==> src/mxs_pkg.sv <==
// Shared types and constants for the max stack.
// The cell (mxs_cell) and the top level (max_stack_top) both import this package.
`default_nettype none
package mxs_pkg;

    localparam int DATA_W    = 32;
    localparam int KIND_W    = 3;
    localparam int STATUS_W  = 2;
    localparam int DEPTH_DEF = 64;

    localparam logic [KIND_W-1:0] KIND_PUSH     = 3'd0;
    localparam logic [KIND_W-1:0] KIND_POP      = 3'd1;
    localparam logic [KIND_W-1:0] KIND_TOP      = 3'd2;
    localparam logic [KIND_W-1:0] KIND_PEEK_MAX = 3'd3;
    localparam logic [KIND_W-1:0] KIND_POP_MAX  = 3'd4;

    localparam logic [STATUS_W-1:0] STATUS_OK    = 2'd0;
    localparam logic [STATUS_W-1:0] STATUS_EMPTY = 2'd1;
    localparam logic [STATUS_W-1:0] STATUS_FULL  = 2'd2;

    typedef logic signed [DATA_W-1:0] data_t;

    typedef enum logic [2:0] {
        CELL_HOLD,
        CELL_PUSH,
        CELL_POP,
        CELL_FIND,
        CELL_REMOVE,
        CELL_RELAX
    } cell_op_t;

    typedef struct packed {
        cell_op_t op;
        data_t    max_ref;
    } cell_ctrl_t;

endpackage
`default_nettype wire

==> src/mxs_cell.sv <==
// One stack cell: holds an entry and the maximum of that entry and all entries below it.
// Uses mxs_pkg. Cell 0 is the top of the stack.
`default_nettype none
module mxs_cell (
    input  wire logic                   clk,
    input  wire logic                   rst_n,
    input  wire mxs_pkg::cell_ctrl_t    ctrl,
    input  wire logic                   own_valid,
    input  wire mxs_pkg::data_t         up_value,
    input  wire mxs_pkg::data_t         up_max,
    input  wire mxs_pkg::data_t         dn_value,
    input  wire mxs_pkg::data_t         dn_max,
    input  wire logic                   dn_valid,
    input  wire logic                   dn_settled,
    input  wire logic                   found_in,
    output logic                        found_out,
    output mxs_pkg::data_t              value_q,
    output mxs_pkg::data_t              max_q,
    output logic                        take_q,
    output logic                        settled_q
);
    import mxs_pkg::*;

    data_t value_reg;
    data_t value_next;
    data_t max_reg;
    data_t max_next;
    logic  take_reg;
    logic  take_next;
    logic  settled_reg;
    logic  settled_next;
    data_t relax_max;

    // The topmost matching cell and every cell below it belong to the shifting part.
    assign found_out = found_in | (own_valid && (value_reg == ctrl.max_ref));

    assign relax_max = (dn_valid && (dn_max > value_reg)) ? dn_max : value_reg;

    always_comb
    begin
        value_next   = value_reg;
        max_next     = max_reg;
        take_next    = take_reg;
        settled_next = settled_reg;
        case (ctrl.op)
            CELL_PUSH:
            begin
                value_next = up_value;
                max_next   = up_max;
            end
            CELL_POP:
            begin
                value_next = dn_value;
                max_next   = dn_max;
            end
            CELL_FIND:
            begin
                take_next = found_out;
            end
            CELL_REMOVE:
            begin
                if (take_reg)
                begin
                    value_next = dn_value;
                    max_next   = dn_max;
                end
                settled_next = take_reg;
            end
            CELL_RELAX:
            begin
                if (!settled_reg)
                begin
                    max_next     = relax_max;
                    settled_next = dn_settled;
                end
            end
            default:
            begin
            end
        endcase
    end

    always_ff @(posedge clk)
    begin
        value_reg <= value_next;
        max_reg   <= max_next;
    end

    always_ff @(posedge clk or negedge rst_n)
    begin
        if (!rst_n)
        begin
            take_reg    <= 1'b0;
            settled_reg <= 1'b1;
        end
        else
        begin
            take_reg    <= take_next;
            settled_reg <= settled_next;
        end
    end

    assign value_q   = value_reg;
    assign max_q     = max_reg;
    assign take_q    = take_reg;
    assign settled_q = settled_reg;

endmodule
`default_nettype wire
==> config.mk <==
export PLATFORM = sky130hd
export DESIGN_NAME = mxs_cell
export DESIGN_NICKNAME = d
export VERILOG_FILES = /design/src/mxs_pkg.sv /design/src/mxs_cell.sv
export SDC_FILE = /design/constraint.sdc
export NUM_CORES = 1
export LEC_CHECK = 0
export ABC_AREA = 1
export BUFFER_PORTS_ARGS = -buffer_cell sky130_fd_sc_hd__clkbuf_2
export CAP_MARGIN = 20
export CORE_ASPECT_RATIO = 1.4
export CORE_MARGIN = 1
export CORE_UTILIZATION = 53
export DETAILED_ROUTE_END_ITERATION = 8
export GPL_ROUTABILITY_DRIVEN = 0
export PLACE_DENSITY_LB_ADDON = 0.25
export SYNTH_ARGS = -nofsm -noshare
export SYNTH_HDL_FRONTEND = slang
export SYNTH_SLANG_ARGS = --single-unit
export TNS_END_PERCENT = 1
==> constraint.sdc <==
create_clock -name clk -period 5.2 [get_ports clk]
set_input_delay 0.26 -clock clk [delete_from_list [all_inputs] [get_ports clk]]
set_output_delay 0.26 -clock clk [all_outputs]
set_load 0.1 [all_outputs]
==> impl_metrics.toml <==
[critical_path]
startpoint_type = "flop"
critPathRequiredTime_ns = 5.29
cp.arrival_ns = 3.65
reg2reg_from = "value_q[31]"
worstSetupPathType = "flop to flop"
path_max_fanout = 33
ff2ff_path_depth = 11
regToRegSetupSlack_ns = 1.64
endpoint_kind = "flop"
worst_r2r_endpoint = "max_q[9]"

[sta]
tns_ns = 0
fmax_ghz = 0.2809
rsz0062_at_grt = "no"
layout_worst_path_cycle_share_pct = 68.45
relSlewSlack_pct = 29.08
final-max-slew-violation-count = 0
finClkSkew_ns = 0.005096
finalSetupViolCount = 0
whs_ns = 0.1743
hold_viol = 0
worst_pin_slew_ns = 1.061
fin_crit_ns = 3.560

[layout]
syn_to_final_growth_pct = 28.20
n_antenna_cell = 0
drive_above_1_share_pct = 44.19
fill_cells = 857
fin_nets = 1040
multiInputGateArea_sq_um = 2856
regArea_sq_um = 1973

[synthesis]
synthFlopType = "edfxtp_1"
synth_nets = 817
yosys.area.top_type = "edfxtp_1"
yosys-top-cells-area = "edfxtp_1, inv_1, ha_1"
yosys.area.top_type_share_pct = 35.59
ys.warnings.count = 0
yosysUniqueCellTypes = 41
yosysMostFrequentCell = "inv_1"
syn_inst = 616
netlist_top_cells_count = "inv_1, nand2_1, edfxtp_1, o21ai_0, nand3_1"
synth-seq-cells = 66
synth-edff-count = 64
avgSynthCellArea_sq_um = 8.767
async_flop_share_pct = 3.030
ys_seq_area_share_pct = 36.54
syn_area_sq_um = 5400

[pwr]
irDropWorstVdd_mv = 0.1957
sw_frac_of_total_pct = 41.60
p_int_mw = 1.226
p_clk_share_pct = 28.2
seq_power_share_pct = 32.4
power_density_nw_per_um2 = 303.1
power_switching_uw = 872.9
combPwrFrac_pct = 39.3
p_leak_nw = 3.504

[placed_design]
portBuffers = 235
dp_hpwl_microns = 12200

[clock_tree]
clock-sinks = 66
root_buffer = "clkbuf_16"
cts_tree = "done"
cts_setup_buffers = 0
cts-htree-levels = 3
clk_latency_ns = 0.34
clk_transition_reported_paths_ns = 0.06
clk_path_buf_depth = 2
numCtsBuffers = 9

[drt]
drt-total-wl_microns = 15690
via_count = 5270
ant_nets = 0
drtPass1Iterations = 5
via_per_inst = 5.383
post_drt_wl_per_cell_microns = 16.03
drt_iter0_drc = 289
drc_errors = 0

[floorplanning]
initial_utilization_pct = 54.55
fp.dieArea_sq_um = 10600
fp.coreArea_sq_um = 9899
row_count = 43
die_x_microns = 87.31
ioPinCount = 236
fp.dieH_microns = 121.4

[global_route]
grt_usage_pct = 30.24
grt_start_max_net_pins = 97
antenna_found_initial = 0
grt_pass1_vias = 5167
grt.overflow.total = 0
grt_pass1_wl_microns = 24210

[outcome]
status = "complete, no violations"

[run]
drv_cap = 0

[min_path]
min_to = "take_q"
worstHoldPathCells = 3
hold_class = "input port to flop"
min_from = "found_in"
## layout make-up
cell class                 count  share of cell area [%]
tap                          135                   2.440
clock inverter                 3                  0.5783
sequential                    66                   28.50
timing repair buffer         240                   17.57
clock buffer                  13                   3.470
inverter                     114                   6.181
multi-input combinational    408                   41.26
## power by group through the flow
stage / Sequential, mW / Clock [mW] / Combinational, mW
after floorplan: 1.03 / 0 / 0.306
after global placement: 0.689 / 0 / 0.806
after detailed placement: 0.692 / 0 / 0.821
after CTS: 0.681 / 0.594 / 0.825
after global routing: 0.686 / 0.616 / 0.876
final: 0.681 / 0.593 / 0.825
## worst max-delay path by stage
stage                      startpoint         to  slack (ns)  cells after the start
final                     value_q[31]   max_q[9]        1.64                     11
after global routing      value_q[31]  max_q[25]        1.42                     11
after CTS                 value_q[31]   max_q[9]        1.65                     11
after detailed placement  value_q[31]   max_q[9]        1.68                     11
after global placement    value_q[31]  max_q[24]        1.76                     11
after floorplan                take_q   max_q[0]        1.16                      2
## state kept, by name, indices dropped and copies added (netlist names)
signal	cells
settled_q	1
take_q	1
value_q	32
max_q	32
## repair_timing
action | CTS | global route
hold buffers | 1 | 0
hold endpoints to repair | 2 | 0
resized for setup | 0 | 0
## through the flow
| step | area [sq um] | power [mW] | util [%] | instances | setup slack [ns] |
|---|---|---|---|---|---|
| after global placement | 6633 | 1.496 | 67.00 | 962 | 1.759 |
| after CTS | 6923 | 2.100 | 69.93 | 979 | 1.652 |
| final | 6923 | 2.099 | 69.93 | 979 | 1.640 |
| after global routing | 6923 | 2.178 | 69.93 | 979 | 1.423 |
| after detailed placement | 6633 | 1.513 | 67.00 | 962 | 1.676 |
| after floorplan | 5400 | 1.336 | - | 616 | 1.159 |
## worst max-delay path, cell delays in order (launching register included)
cell and delay, ns:
edfxtp_1 0.40, inv_1 0.26, ha_1 0.36, a21oi_1 0.18, o21a_2 0.15, nand2_2 0.06, a21oi_2 0.16, nand3_2 0.62
nand3_4 0.84, nand2_2 0.10, nand3_2 0.08, nand2_1 0.08
## cell usage in the layout, fill, tap and decap left out, types with 7 or more instances in the layout
cell type,netlist,final
a21oi_1,14,13
clkbuf_16,0,9
clkbuf_2,0,235
edfxtp_1,64,64
ha_1,32,32
inv_1,109,109
mux2_1,7,7
mux2_2,25,25
nand2_1,76,76
nand2_2,31,31
nand2_4,11,11
nand3_1,37,37
nand3_2,31,31
nand4_1,35,35
nor2_1,16,16
nor3_1,8,8
o21ai_0,38,38
xnor2_1,7,7
xor2_1,8,8
## layer usage
layer	wire (microns)	vias to the layer above	GRT usage, %
li1	-	2527	-
met3	1201	43	5.306
met4	503	0	15.57
met1	6011	2429	35.46
met5	0	-	0
met2	7974	271	52.05
## cell families after synthesis
family	share of synthesized area (%)
and+or+nand+nor	28.27
buffers and inverters	11.10
AOI/OAI and AO/OA	7.577
DFF	36.54
muxes	6.673
adders and majority gates	7.414
xor gates and xnor gates	2.433
Power figures use the tool's default switching activity.
